==> src/rtl/nsu_pkg.sv <==
// ----------------------------------------------------------------------------
// nsu_pkg: shared constants and types for the normalized sinc unit
// Fixed-point constants, series divisors and their reciprocals, pipeline depths.
// ----------------------------------------------------------------------------
package nsu_pkg;

	localparam int unsigned SERIES_TERMS = 10;
	localparam int unsigned TERM_LAT     = 3;
	localparam int unsigned DIV_STAGES   = 4;
	localparam int unsigned RECIP_SHIFT  = 32;

	localparam logic [31:0] PI_Q30 = 32'd3373259426;

	// t^2 in Q30, below 2.47 * 2^30
	typedef logic [31:0] usq_t;
	// sin(t)/t in Q30, up to 2^30 inclusive
	typedef logic [30:0] acc_t;

	localparam acc_t Q30_ONE = acc_t'(1) << 30;

	// divisor (2k)(2k+1) of term i, innermost term first (k = 10 down to 1)
	function automatic logic [8:0] term_div(input int unsigned i);
		logic [8:0] d;
		case (i)
			0: d = 9'd420;
			1: d = 9'd342;
			2: d = 9'd272;
			3: d = 9'd210;
			4: d = 9'd156;
			5: d = 9'd110;
			6: d = 9'd72;
			7: d = 9'd42;
			8: d = 9'd20;
			9: d = 9'd6;
			default: d = 9'd6;
		endcase
		return d;
	endfunction

	// floor(2^32 / divisor); quotient estimate is then low by at most one
	function automatic logic [29:0] term_recip(input int unsigned i);
		logic [29:0] r;
		case (i)
			0: r = 30'd10226112;
			1: r = 30'd12558383;
			2: r = 30'd15790320;
			3: r = 30'd20452225;
			4: r = 30'd27531841;
			5: r = 30'd39045157;
			6: r = 30'd59652323;
			7: r = 30'd102261126;
			8: r = 30'd214748364;
			9: r = 30'd715827882;
			default: r = 30'd715827882;
		endcase
		return r;
	endfunction

endpackage

==> src/rtl/nsu_term.sv <==
// ----------------------------------------------------------------------------
// nsu_term: one step of the nested sin(t)/t series
// acc' = 1 - round(u * acc / d) in Q30, three register stages.
// ----------------------------------------------------------------------------
module nsu_term #(
	parameter int unsigned TERM = 0
) (
	input  logic           clk,
	input  logic           en,
	input  nsu_pkg::usq_t  u_in,
	input  nsu_pkg::acc_t  acc_in,
	output nsu_pkg::usq_t  u_out,
	output nsu_pkg::acc_t  acc_out
);
	import nsu_pkg::*;

	localparam logic [8:0]  DIV   = term_div(TERM);
	localparam logic [29:0] RECIP = term_recip(TERM);

	logic [63:0] prod1;
	logic [63:0] sum1;
	logic [63:0] prod2;
	logic [41:0] qd;
	logic [41:0] rem;
	logic [32:0] q;
	acc_t        acc_nx;

	logic [31:0] m_s1, m_s2;
	logic [31:0] q0_s2;
	usq_t        u_s1, u_s2, u_s3;
	acc_t        acc_s3;

	// floor((u*acc + d*2^29) / 2^30), then divide that by d
	assign prod1 = 64'(u_in) * 64'(acc_in);
	assign sum1  = prod1 + (64'(DIV) << 29);
	assign prod2 = 64'(m_s1) * 64'(RECIP);

	always_comb begin
		qd  = 42'(q0_s2) * 42'(DIV);
		rem = 42'(m_s2) - qd;
		q   = (rem >= 42'(DIV)) ? (33'(q0_s2) + 33'd1) : 33'(q0_s2);
		acc_nx = (q >= 33'(Q30_ONE)) ? '0 : acc_t'(33'(Q30_ONE) - q);
	end

	always_ff @(posedge clk) begin
		if (en) begin
			m_s1   <= sum1[61:30];
			u_s1   <= u_in;
			q0_s2  <= prod2[RECIP_SHIFT +: 32];
			m_s2   <= m_s1;
			u_s2   <= u_s1;
			acc_s3 <= acc_nx;
			u_s3   <= u_s2;
		end
	end

	assign u_out   = u_s3;
	assign acc_out = acc_s3;

endmodule

==> config.mk <==
export PLATFORM = sky130hd
export DESIGN_NAME = nsu_term
export DESIGN_NICKNAME = d
export VERILOG_FILES = /design/src/rtl/nsu_pkg.sv /design/src/rtl/nsu_term.sv
export SDC_FILE = /design/constraint.sdc
export NUM_CORES = 2
export LEC_CHECK = 0
export BUFFER_PORTS_ARGS = -buffer_cell sky130_fd_sc_hd__buf_2
export CAP_MARGIN = 20
export CELL_PAD_IN_SITES_DETAIL_PLACEMENT = 1
export CELL_PAD_IN_SITES_GLOBAL_PLACEMENT = 2
export CORE_MARGIN = 2
export CORE_UTILIZATION = 39
export CTS_BUF_LIST = sky130_fd_sc_hd__clkbuf_16
export CTS_CLUSTER_DIAMETER = 30
export CTS_CLUSTER_SIZE = 40
export DETAILED_ROUTE_END_ITERATION = 12
export GPL_ROUTABILITY_DRIVEN = 0
export PLACE_DENSITY = 0.81
export SLEW_MARGIN = 40
export SYNTH_ARGS = -nofsm -noshare
export SYNTH_HDL_FRONTEND = slang
export SYNTH_SLANG_ARGS = --single-unit
export TNS_END_PERCENT = 30
==> constraint.sdc <==
create_clock -name clk -period 8.9 [get_ports clk]
set_input_delay 0 -clock clk [delete_from_list [all_inputs] [get_ports clk]]
set_output_delay 0 -clock clk [all_outputs]
set_load 0.02 [all_outputs]
==> results_dict.tcl <==
set metrics [dict create \
    maxSlewHeadroom_pct 42.6 \
    drv_cap 0 \
    cts_buffers 48 \
    drt_iter0_markers 1998 \
    cts_root_buf "clkbuf_16" \
    status "completed" \
    synthesis.nets 6837 \
    crit_path_top_delay_cell "or4_4" \
    end_kind "flop" \
    clock.fmax_mhz 115 \
    fp.coreArea_um2 127000 \
    critPathKind "reg2reg" \
    crit_cells 38 \
    finalHoldViolations 0 \
    antenna_found_initial 6 \
    syn_avg_cell_area_um2 9.69 \
    finClkSkew_ps 49.5 \
    yosysTopAreaCell "fa_1" \
    insertion_delay_ps 630 \
    cts.sinks 213 \
    r2r-end "acc_out[19]" \
    cts_tree "yes" \
    ys_types 85 \
    grt_max_degree 79 \
    worst-endpoint-required_ps 9280 \
    cp.arrival_ps 9060 \
    wirelength_um 160000 \
    buffer_ports.inserted 127 \
    cts_buffer_depth 3 \
    synth_area_um2 49900 \
    slew_viol_final 0 \
    yosys_warnings 0 \
    synth_top_area_share_pct 41.6 \
    final_cell_mix "inv_1, fa_1, nand2_1" \
    routedWlPerCell_um 22.8 \
    ys_seq_area_share_pct 12.8 \
    cp_top_family "compound AO/OA/AOI/OAI gates" \
    first_pass_iters 7 \
    rr_worst_depth 38 \
    globalRouteOverflowTotal 0 \
    path_buf_inv 7 \
    yosys_most_used_dff "edfxtp_1" \
    critPathMaxStageDelay_ps 560 \
    hold_start "u_in[23]" \
    hpwl_um 130000 \
    finalWorstSetupSlack_ps 220 \
    num_rows 131 \
    clock_tree.htree_level_count 2 \
    tightest_slew_ps 854 \
    drc 0 \
    setup_viol 0 \
    postSynthCellCount 5146 \
    die_h_um 362 \
    critPathMaxFanout 5 \
    r2r_slack_ps 220 \
    drive_above_1_share_pct 8.66 \
    grt_pass1_vias 41527 \
    r2r_start "q0_s2[2]" \
    nNetsFinal 7009 \
    grtUsageTotal_pct 25.1 \
    worstSetupStartpoint "q0_s2[2]" \
    cp-start-kind "flop" \
    grt_setup_unrepaired "true" \
    yosys_register_bits 213 \
    period_needed_ps 8680 \
    ant_nets 0 \
    start_util_pct 39.2 \
    dieArea_um2 131000 \
    io_pins 128 \
    async_flop_share_pct 0 \
    cts.clk_slew.worst_paths_ps 50 \
    die_w_um 362 \
    num_vias 36594 \
    grt_pass1_wl_um 248000 \
    pre_cts_slack_ps -71.8 \
    finalCritPeriodShare_pct 97.5 \
    crit_end "acc_out[19]" \
    layout_commonest_cell "inv_1" \
    hold_path.class "in2reg" \
    synthToLayoutAreaGrowth_pct 11.4 \
    synth.area.top_cells "fa_1, ha_1, edfxtp_1" \
    synth-edff-count 213 \
    viasPerCell 5.21 \
]
-- per-stage QoR --
step	std cells	util (%)	hold slack (ps)	instance area (µm²)	setup TNS, ps
after CTS	6999	43.3	36.1	55100	0
after global routing	7021	43.7	53.3	55600	-399
after global placement	6889	41.8	400	53200	0
after floorplan	5146	-	98.9	49900	0
after detailed placement	6889	41.8	405	53200	-329
final	7023	43.7	87.8	55600	0
-- synthesized netlist by cell type, types with 5 or more instances --
cell type     n
o21ai_0      60
nand3_1      37
a21boi_0      6
nor2_1      102
a211o_1       8
nor4_1       12
xnor2_1      82
edfxtp_1    213
buf_2         6
o21a_1       23
nor3_1       41
nand4_1      19
or2_2         6
mux2i_1      10
ha_1        589
a21o_1       42
o211ai_1     14
nor2b_1      14
clkbuf_1    201
nand2_1     858
a211oi_1     14
fa_1       1037
a21oi_1      95
and3_1       26
o21bai_1     12
nand2b_1     17
inv_1      1196
and2_1      219
o2111ai_1     6
a31oi_1      23
or4_1         8
xor2_1       38
or3_1         8
a2bb2oi_1     5
-- state kept, by name (all words and copies together) (netlist names) --
register  flops
u_out        32
u_s2         32
m_s2         30
u_s1         32
m_s1         32
acc_out      31
q0_s2        24
-- final cells by class --
cell class | instances | area (µm²)
Clock buffer | 48 | 1200
Clock inverter | 41 | 444
Multi-Input combinational cell | 3526 | 38500
Timing Repair Buffer | 333 | 2440
Inverter | 1196 | 4490
Sequential cell | 213 | 6400
Fill cell | 14394 | 71600
Tap cell | 1662 | 2080
Antenna cell | 4 | 10.0
-- cell families after synthesis --
family | after synthesis | synth area share, %
and+or+nand+nor | 1394 | 12.7
DFF | 213 | 12.8
muxes | 12 | 0.246
xor gates and xnor gates | 121 | 2.14
buffers and inverters | 1407 | 10.6
adders and majority gates | 1626 | 56.4
AOI/OAI and AO/OA | 373 | 5.05
-- repair_timing --
| item | CTS | global route |
|---|---|---|
| hold buffers | 21 | 1 |
| endpoints found under the setup margin | 11 | 23 |
| resized for setup | 3 | 54 |
| setup buffers | 0 | 19 |
| pin swaps | 2 | 39 |
| endpoints found under the hold margin | 82 | 1 |
-- worst min path at each step --
| stage | endpoint | slack (ps) | cells past startpoint |
|---|---|---|---|
| global route | u_s1[2] | 50 | 1 |
| detailed placement | u_s2[29] | 410 | 0 |
| global placement | u_s2[22] | 400 | 0 |
| finish | u_s1[23] | 90 | 2 |
| floorplan | u_s1[0] | 100 | 0 |
| CTS | u_s1[2] | 40 | 1 |
-- routing by layer --
| layer | up-vias | global-route usage (%) | wire (µm) |
|---|---|---|---|
| met5 | - | 0 | 33 |
| met4 | 4 | 8.86 | 5900 |
| met3 | 262 | 3.65 | 9020 |
| met2 | 968 | 42.4 | 77700 |
| met1 | 19293 | 32.8 | 67500 |
| li1 | 16067 | - | - |
Power is not shown: default switching activity piles up to over one toggle a cycle in this logic, so the estimate is an artifact.
