$ cat src/rtl/nsu_pkg.sv
// ----------------------------------------------------------------------------
// nsu_pkg: shared constants and types for the normalized sinc unit
// Fixed-point constants, series divisors and their reciprocals, pipeline depths.
// ----------------------------------------------------------------------------
package nsu_pkg;

	localparam int unsigned SERIES_TERMS = 10;
	localparam int unsigned TERM_LAT     = 3;
	localparam int unsigned DIV_STAGES   = 4;
	localparam int unsigned RECIP_SHIFT  = 32;

	localparam logic [31:0] PI_Q30 = 32'd3373259426;

	// t^2 in Q30, below 2.47 * 2^30
	typedef logic [31:0] usq_t;
	// sin(t)/t in Q30, up to 2^30 inclusive
	typedef logic [30:0] acc_t;

	localparam acc_t Q30_ONE = acc_t'(1) << 30;

	// divisor (2k)(2k+1) of term i, innermost term first (k = 10 down to 1)
	function automatic logic [8:0] term_div(input int unsigned i);
		logic [8:0] d;
		case (i)
			0: d = 9'd420;
			1: d = 9'd342;
			2: d = 9'd272;
			3: d = 9'd210;
			4: d = 9'd156;
			5: d = 9'd110;
			6: d = 9'd72;
			7: d = 9'd42;
			8: d = 9'd20;
			9: d = 9'd6;
			default: d = 9'd6;
		endcase
		return d;
	endfunction

	// floor(2^32 / divisor); quotient estimate is then low by at most one
	function automatic logic [29:0] term_recip(input int unsigned i);
		logic [29:0] r;
		case (i)
			0: r = 30'd10226112;
			1: r = 30'd12558383;
			2: r = 30'd15790320;
			3: r = 30'd20452225;
			4: r = 30'd27531841;
			5: r = 30'd39045157;
			6: r = 30'd59652323;
			7: r = 30'd102261126;
			8: r = 30'd214748364;
			9: r = 30'd715827882;
			default: r = 30'd715827882;
		endcase
		return r;
	endfunction

endpackage

$ cat src/rtl/nsu_div.sv
// ----------------------------------------------------------------------------
// nsu_div: pipelined restoring divider
// Unsigned quotient of num / den, known to fit QS bits; QS / DIV_STAGES bits
// are resolved per stage.
// ----------------------------------------------------------------------------
module nsu_div #(
	parameter int DW = 48,
	parameter int XW = 24,
	parameter int QS = 16
) (
	input  logic          clk,
	input  logic          en,
	input  logic [DW-1:0] num,
	input  logic [XW-1:0] den,
	output logic [QS-1:0] quo
);
	import nsu_pkg::*;

	localparam int SPS = QS / DIV_STAGES;

	logic [DW-1:0] num_s [DIV_STAGES];
	logic [XW-1:0] den_s [DIV_STAGES];
	logic [XW-1:0] rem_s [DIV_STAGES];
	logic [QS-1:0] quo_s [DIV_STAGES];

	for (genvar g = 0; g < DIV_STAGES; g++) begin : g_stage
		logic [DW-1:0] num_i;
		logic [XW-1:0] den_i;
		logic [XW-1:0] rem_i;
		logic [QS-1:0] quo_i;
		logic [XW-1:0] rem_o;
		logic [QS-1:0] quo_o;

		if (g == 0) begin : g_first
			// top bits already below den since the quotient fits QS bits
			assign num_i = num;
			assign den_i = den;
			assign rem_i = XW'(num >> QS);
			assign quo_i = '0;
		end else begin : g_next
			assign num_i = num_s[g-1];
			assign den_i = den_s[g-1];
			assign rem_i = rem_s[g-1];
			assign quo_i = quo_s[g-1];
		end

		always_comb begin
			logic [XW:0] r;
			rem_o = rem_i;
			quo_o = quo_i;
			for (int j = 0; j < SPS; j++) begin
				r = {rem_o, num_i[QS-1-(g*SPS+j)]};
				if (r >= {1'b0, den_i}) begin
					r = r - {1'b0, den_i};
					quo_o = {quo_o[QS-2:0], 1'b1};
				end else begin
					quo_o = {quo_o[QS-2:0], 1'b0};
				end
				rem_o = r[XW-1:0];
			end
		end

		always_ff @(posedge clk) begin
			if (en) begin
				num_s[g] <= num_i;
				den_s[g] <= den_i;
				rem_s[g] <= rem_o;
				quo_s[g] <= quo_o;
			end
		end
	end

	assign quo = quo_s[DIV_STAGES-1];

endmodule

$ cat config.mk
export PLATFORM = sky130hd
export DESIGN_NAME = nsu_div
export DESIGN_NICKNAME = d
export VERILOG_FILES = /design/src/rtl/nsu_pkg.sv /design/src/rtl/nsu_div.sv
export SDC_FILE = /design/constraint.sdc
export NUM_CORES = 1
export LEC_CHECK = 0
export ABC_CLOCK_PERIOD_IN_PS = 21000
export BUFFER_PORTS_ARGS = -buffer_cell sky130_fd_sc_hd__buf_4
export CAP_MARGIN = 20
export CORE_MARGIN = 2
export CORE_UTILIZATION = 57
export DETAILED_ROUTE_END_ITERATION = 12
export PLACE_DENSITY = 0.78
export SLEW_MARGIN = 20
export SYNTH_ARGS = -nofsm -noshare
export SYNTH_HDL_FRONTEND = slang
export SYNTH_SLANG_ARGS = --single-unit
$ cat constraint.sdc
create_clock -name clk -period 21 [get_ports clk]
set_clock_uncertainty 0.15 [all_clocks]
set_input_delay 5.25 -clock clk [delete_from_list [all_inputs] [get_ports clk]]
set_output_delay 5.25 -clock clk [all_outputs]
set_load 0.02 [all_outputs]
==> results of run 1 <==
[logic make-up after synthesis]
group	count (synthesis)	share of synthesized area (%)
multiplexers	206	8.455
buffers and inverters	277	3.866
AND/OR/NAND/NOR	829	14.43
flip-flops	208	22.55
adder cells (fa/ha/maj)	399	18.43
XOR/XNOR	292	9.232
AO/OA/AOI/OAI	987	23.04
[routing by layer]
metal  part of all wire [%]  vias up  GRT usage [%]
li1                       -    12060              -
met1                     43    11660          38.40
met2                     48      736          52.56
met3                    5.6      180          2.482
met4                    3.4        0          10.34
met5                      0        -              0
[metrics by stage]
step                      cells  instance area (um2)  worst slack [ps]
final                      3898                29790              2832
after global routing       3896                29780              1840
after CTS                  3896                29780              3068
after detailed placement   3854                28980              2528
after global placement     3854                28980              2719
after floorplan            3198                27700              4665
[state kept, by name (all words and copies together) (netlist names)]
| register | count |
|---|---|
| num_s | 24 |
| rem_s | 72 |
| den_s | 72 |
| quo_s | 40 |
[layout make-up]
class	instances	area, um2
multi-input combinational	2713	20400
fill	4099	18060
sequential	208	6246
inverter	221	829.5
tap	615	769.5
timing repair buffer	97	734.5
clock buffer	29	640.6
clock inverter	13	163.9
antenna	2	5.005
[cells in the mapped netlist (all sizes together) (8+ instances only)]
master / instances
mux2i: 27
a21o: 146
a221o: 9
o21a: 60
a41o: 8
or3: 14
a21oi: 300
buf: 19
clkbuf: 37
a31oi: 27
nor3: 62
nand3: 58
and3: 28
nor4: 18
and2: 19
a211oi: 32
o211ai: 22
xor2: 98
xnor2: 194
nand4: 54
o41ai: 11
a21boi: 11
inv: 219
nand2b: 49
o21ai: 196
o31ai: 29
ha: 384
o21bai: 41
fa: 15
nand2: 242
or2: 13
nor2b: 38
and4: 8
edfxtp: 208
mux2: 179
nor2: 208
a41oi: 10
[how the worst max path moves through the flow]
stage	start	to	slack, ps	depth (start not counted)
after global placement	den[6]	rem_s[0][23]	2720	51
after detailed placement	den[6]	rem_s[0][23]	2530	52
final	den[6]	rem_s[0][23]	2830	52
after CTS	den[6]	rem_s[0][23]	3070	52
after global routing	den[6]	rem_s[0][23]	1840	52
after floorplan	den[1]	rem_s[0][10]	4660	53
==> reports/results.ini, run 1 <==
[global_route]
grt_usage_pct = 29.83
via_count_of_the_first_global_routing_pass = 23630
maximum_number_of_pins_on_one_net_before_global_route_repair = 81
grt_remaining_overflow = 0
antenna_found_initial = 2
grt_pass1_wl_mm = 120.8

[die]
io_pins = 90
dieHeight_um = 224.5
num_rows = 80
dieWidth_um = 224.5
initial_core_util_pct = 57.90
design.core.area_um2 = 47850
die_area_um2 = 50380

[drt]
route.detailed.vias_per_inst = 6.319
drt-initial-drc-count = 1836
route.vias.total = 24630
remaining_routing_drc_violations = 0
wl_per_cell_um = 19.67
route.final.wire_length_mm = 76.66
detail_route.first_pass.iterations = 5
drt.antenna.violating_nets = 0

[min_path]
hold_path.startpoint = quo_s[2][1]
hold_path_end = quo_s[3][5]
timing.hold.worst.class = flip-flop to flip-flop
hold-path-cell-count = 0

[synthesis]
synth_fp_nets = 3671
synth_top_cell_area_share_pct = 22.55
postSynth.topFlopCell = sky130_fd_sc_hd__edfxtp_1
postSynth.asyncResetShare_pct = 0
synth_edf_count = 208
post_synth_instance_area_um2 = 27700
synthCells = 3198
portion_of_the_post_synthesis_area_used_by_sequential_elements_pct = 22.55
synth_warnings = 0
avgSynthCellArea_um2 = 8.662
synth.ff_latch_count = 208
synth_area_leaders = sky130_fd_sc_hd__edfxtp_1, sky130_fd_sc_hd__ha_1, sky130_fd_sc_hd__mux2_2
synth.largest_area_cell = sky130_fd_sc_hd__edfxtp_1
ys_types = 83

[timing]
timing.hold.ws_ps = 250.0
post-route-min-period_ps = 18170
timing.slew.headroom_pct = 37.37
tcrit_tclk_final_pct = 86.52
fmax_mhz = 55.04
grt_setup_unrepaired = false
finalSetupTns_ps = 0
timing_hold_violations_final = 0
setup_viol = 0
worst_pin_slew_ps = 927.3
timing.final.max_slew_violations = 0

[placement]
place.port_buffers = 81
final_wtd_congestion = 0.9410
detailedPlacementHpwl_mm = 63.16

[setup_path]
worstPathRequired_ps = 21140
setup.reg_to_reg.worst_slack_ps = 6330
worst_setup_path_start_kind = primary input
crit_type = primary input to flip-flop
worst_r2r_endpoint = rem_s[1][21]
cpPeakStageDelay_ps = 560
crit_fanout = 25
critical_path.n_buffers_inverters = 9
timing.reg2reg.worst_path_depth = 48
critical_path.slowest_cell = sky130_fd_sc_hd__a211oi_1
critical_path.reg2reg.startpoint = den_s[0][4]
critical_path.most_common_cell = sky130_fd_sc_hd__a21oi_1
cpLargestDelayFamily = compound AO/OA/AOI/OAI gates
timing.critical_path.to_type = flip-flop
critPathArrivalTime_ps = 18310

[clock_network]
ctsHoldBuffers = 0
ctsLongestPathBuffers = 3
clock_insertion_delay_worst_skew_ps = 560
clock-root-buffer = sky130_fd_sc_hd__clkbuf_16
cts_tree = yes
cts_post_setup_buffers_inserted = 0
clock_sink_count = 208
cts_repair_resize_count = 0
worst_setup_hold_path_clk_slew_ps = 80
tritoncts.num_buffers = 24
htreeDepth = 1

[finish]
commonest_non_fill_non_tap_cells_in_the_layout = sky130_fd_sc_hd__ha_1, sky130_fd_sc_hd__a21oi_1, sky130_fd_sc_hd__nand2_1, sky130_fd_sc_hd__inv_1, sky130_fd_sc_hd__edfxtp_1
syn2layout_area_growth_pct = 7.538
layout.core_utilization_pct = 62.26
mostFrequentLayoutCell = sky130_fd_sc_hd__ha_1
layout-drive-gt1-share_pct = 10.85
num-nets-final = 3738

[run_status]
outcome = finished clean

[job]
drv.max_cap_violation_count = 0

Power of run 1 is left out: the tool's default activity adds up to more than one toggle a clock period on the data nets, which glitch-free logic cannot reach.
==> inputs of run 2 (changes only) <==
CTS_BUF_LIST = sky130_fd_sc_hd__clkbuf_4   (was default)
SKIP_CTS_REPAIR_TIMING = 1   (was default)
==> reports/results.ini, run 2 (synthesis results as in run 1) <==
[min_path]
timing.hold.worst.class = flip-flop to flip-flop

[die]
dieHeight_um = 224.5
dieWidth_um = 224.5
io_pins = 90
die_area_um2 = 50380
initial_core_util_pct = 57.90
design.core.area_um2 = 47850
num_rows = 80

[finish]
mostFrequentLayoutCell = sky130_fd_sc_hd__ha_1
layout.core_utilization_pct = 62.00
commonest_non_fill_non_tap_cells_in_the_layout = sky130_fd_sc_hd__ha_1, sky130_fd_sc_hd__a21oi_1, sky130_fd_sc_hd__nand2_1, sky130_fd_sc_hd__inv_1, sky130_fd_sc_hd__edfxtp_1
syn2layout_area_growth_pct = 7.091
layout-drive-gt1-share_pct = 12.13
largest_registers = den_s: 72 flops, rem_s: 72 flops, quo_s: 40 flops
num-nets-final = 3771

[global_route]
antenna_found_initial = 5
grt_remaining_overflow = 0
grt_pass1_wl_mm = 121.1
via_count_of_the_first_global_routing_pass = 23850
grt_usage_pct = 29.97
maximum_number_of_pins_on_one_net_before_global_route_repair = 81

[setup_path]
crit_type = primary input to flip-flop
critPathArrivalTime_ps = 18310
crit_fanout = 25
cpPeakStageDelay_ps = 560
critical_path.n_buffers_inverters = 9
worstPathRequired_ps = 21330
cpLargestDelayFamily = compound AO/OA/AOI/OAI gates
worst_setup_path_start_kind = primary input
timing.critical_path.to_type = flip-flop
critical_path.slowest_cell = sky130_fd_sc_hd__a211oi_1
critical_path.most_common_cell = sky130_fd_sc_hd__a21oi_1

[placement]
place.port_buffers = 81
detailedPlacementHpwl_mm = 63.16
final_wtd_congestion = 0.9410

[timing]
finalSetupTns_ps = 0
timing.final.max_slew_violations = 0
post-route-min-period_ps = 17980
timing.slew.headroom_pct = 38.07
grt_setup_unrepaired = false
fmax_mhz = 55.62
tcrit_tclk_final_pct = 85.61
timing_hold_violations_final = 0
setup_viol = 0
worst_pin_slew_ps = 916.9

[clock_network]
clock_sink_count = 208
cts_tree = yes
htreeDepth = 2
ctsLongestPathBuffers = 3
clock_insertion_delay_worst_skew_ps = 780
worst_setup_hold_path_clk_slew_ps = 70
clock-root-buffer = sky130_fd_sc_hd__clkbuf_4
tritoncts.num_buffers = 57

[drt]
route.final.wire_length_mm = 76.70
route.vias.total = 24770
remaining_routing_drc_violations = 0
wl_per_cell_um = 19.41
drt-initial-drc-count = 1720
drt.antenna.violating_nets = 0
detail_route.first_pass.iterations = 5
route.detailed.vias_per_inst = 6.270

[job]
drv.max_cap_violation_count = 0

[run_status]
outcome = finished clean

==> run 2: final cells by class <==
cell class | instances | area [um2]
Antenna cell | 5 | 12.51
Multi-Input combinational cell | 2713 | 20400
Sequential cell | 208 | 6246
Fill cell | 4157 | 18180
Timing Repair Buffer | 97 | 734.5
Inverter | 221 | 829.5
Tap cell | 615 | 769.5
Clock inverter | 15 | 95.09
Clock buffer | 77 | 578.1
==> run 2: through the flow <==
stage,setup slack (ps),cell area (um2),hold slack [ps],cells
detailed placement,2528,28980,255.4,3854
global placement,2719,28980,252.2,3854
floorplan,4665,27700,250.3,3198
CTS,3323,29650,254.9,3946
finish,3022,29670,260.0,3951
global route,2092,29660,263.1,3949
==> run 2: path summary, 6_finish.rpt <==
kind	from	end	slack, ps	cells after the start
hold / removal	quo_s[1][3]	quo_s[2][7]	260	0
setup reg to reg	den_s[0][4]	rem_s[1][21]	6270	48
hold reg to reg	quo_s[1][3]	quo_s[2][7]	260	0
setup / recovery	den[6]	rem_s[0][2]	3020	52
==> run 2: routing by layer <==
layer | vias up | GRT usage, % | routed length [um]
met5 | - | 0 | 0
met4 | 0 | 11.28 | 2569
met2 | 717 | 52.49 | 37270
met1 | 11720 | 38.17 | 33020
li1 | 12170 | - | -
met3 | 165 | 3.005 | 3841
Power of run 2 is left out for the same reason.
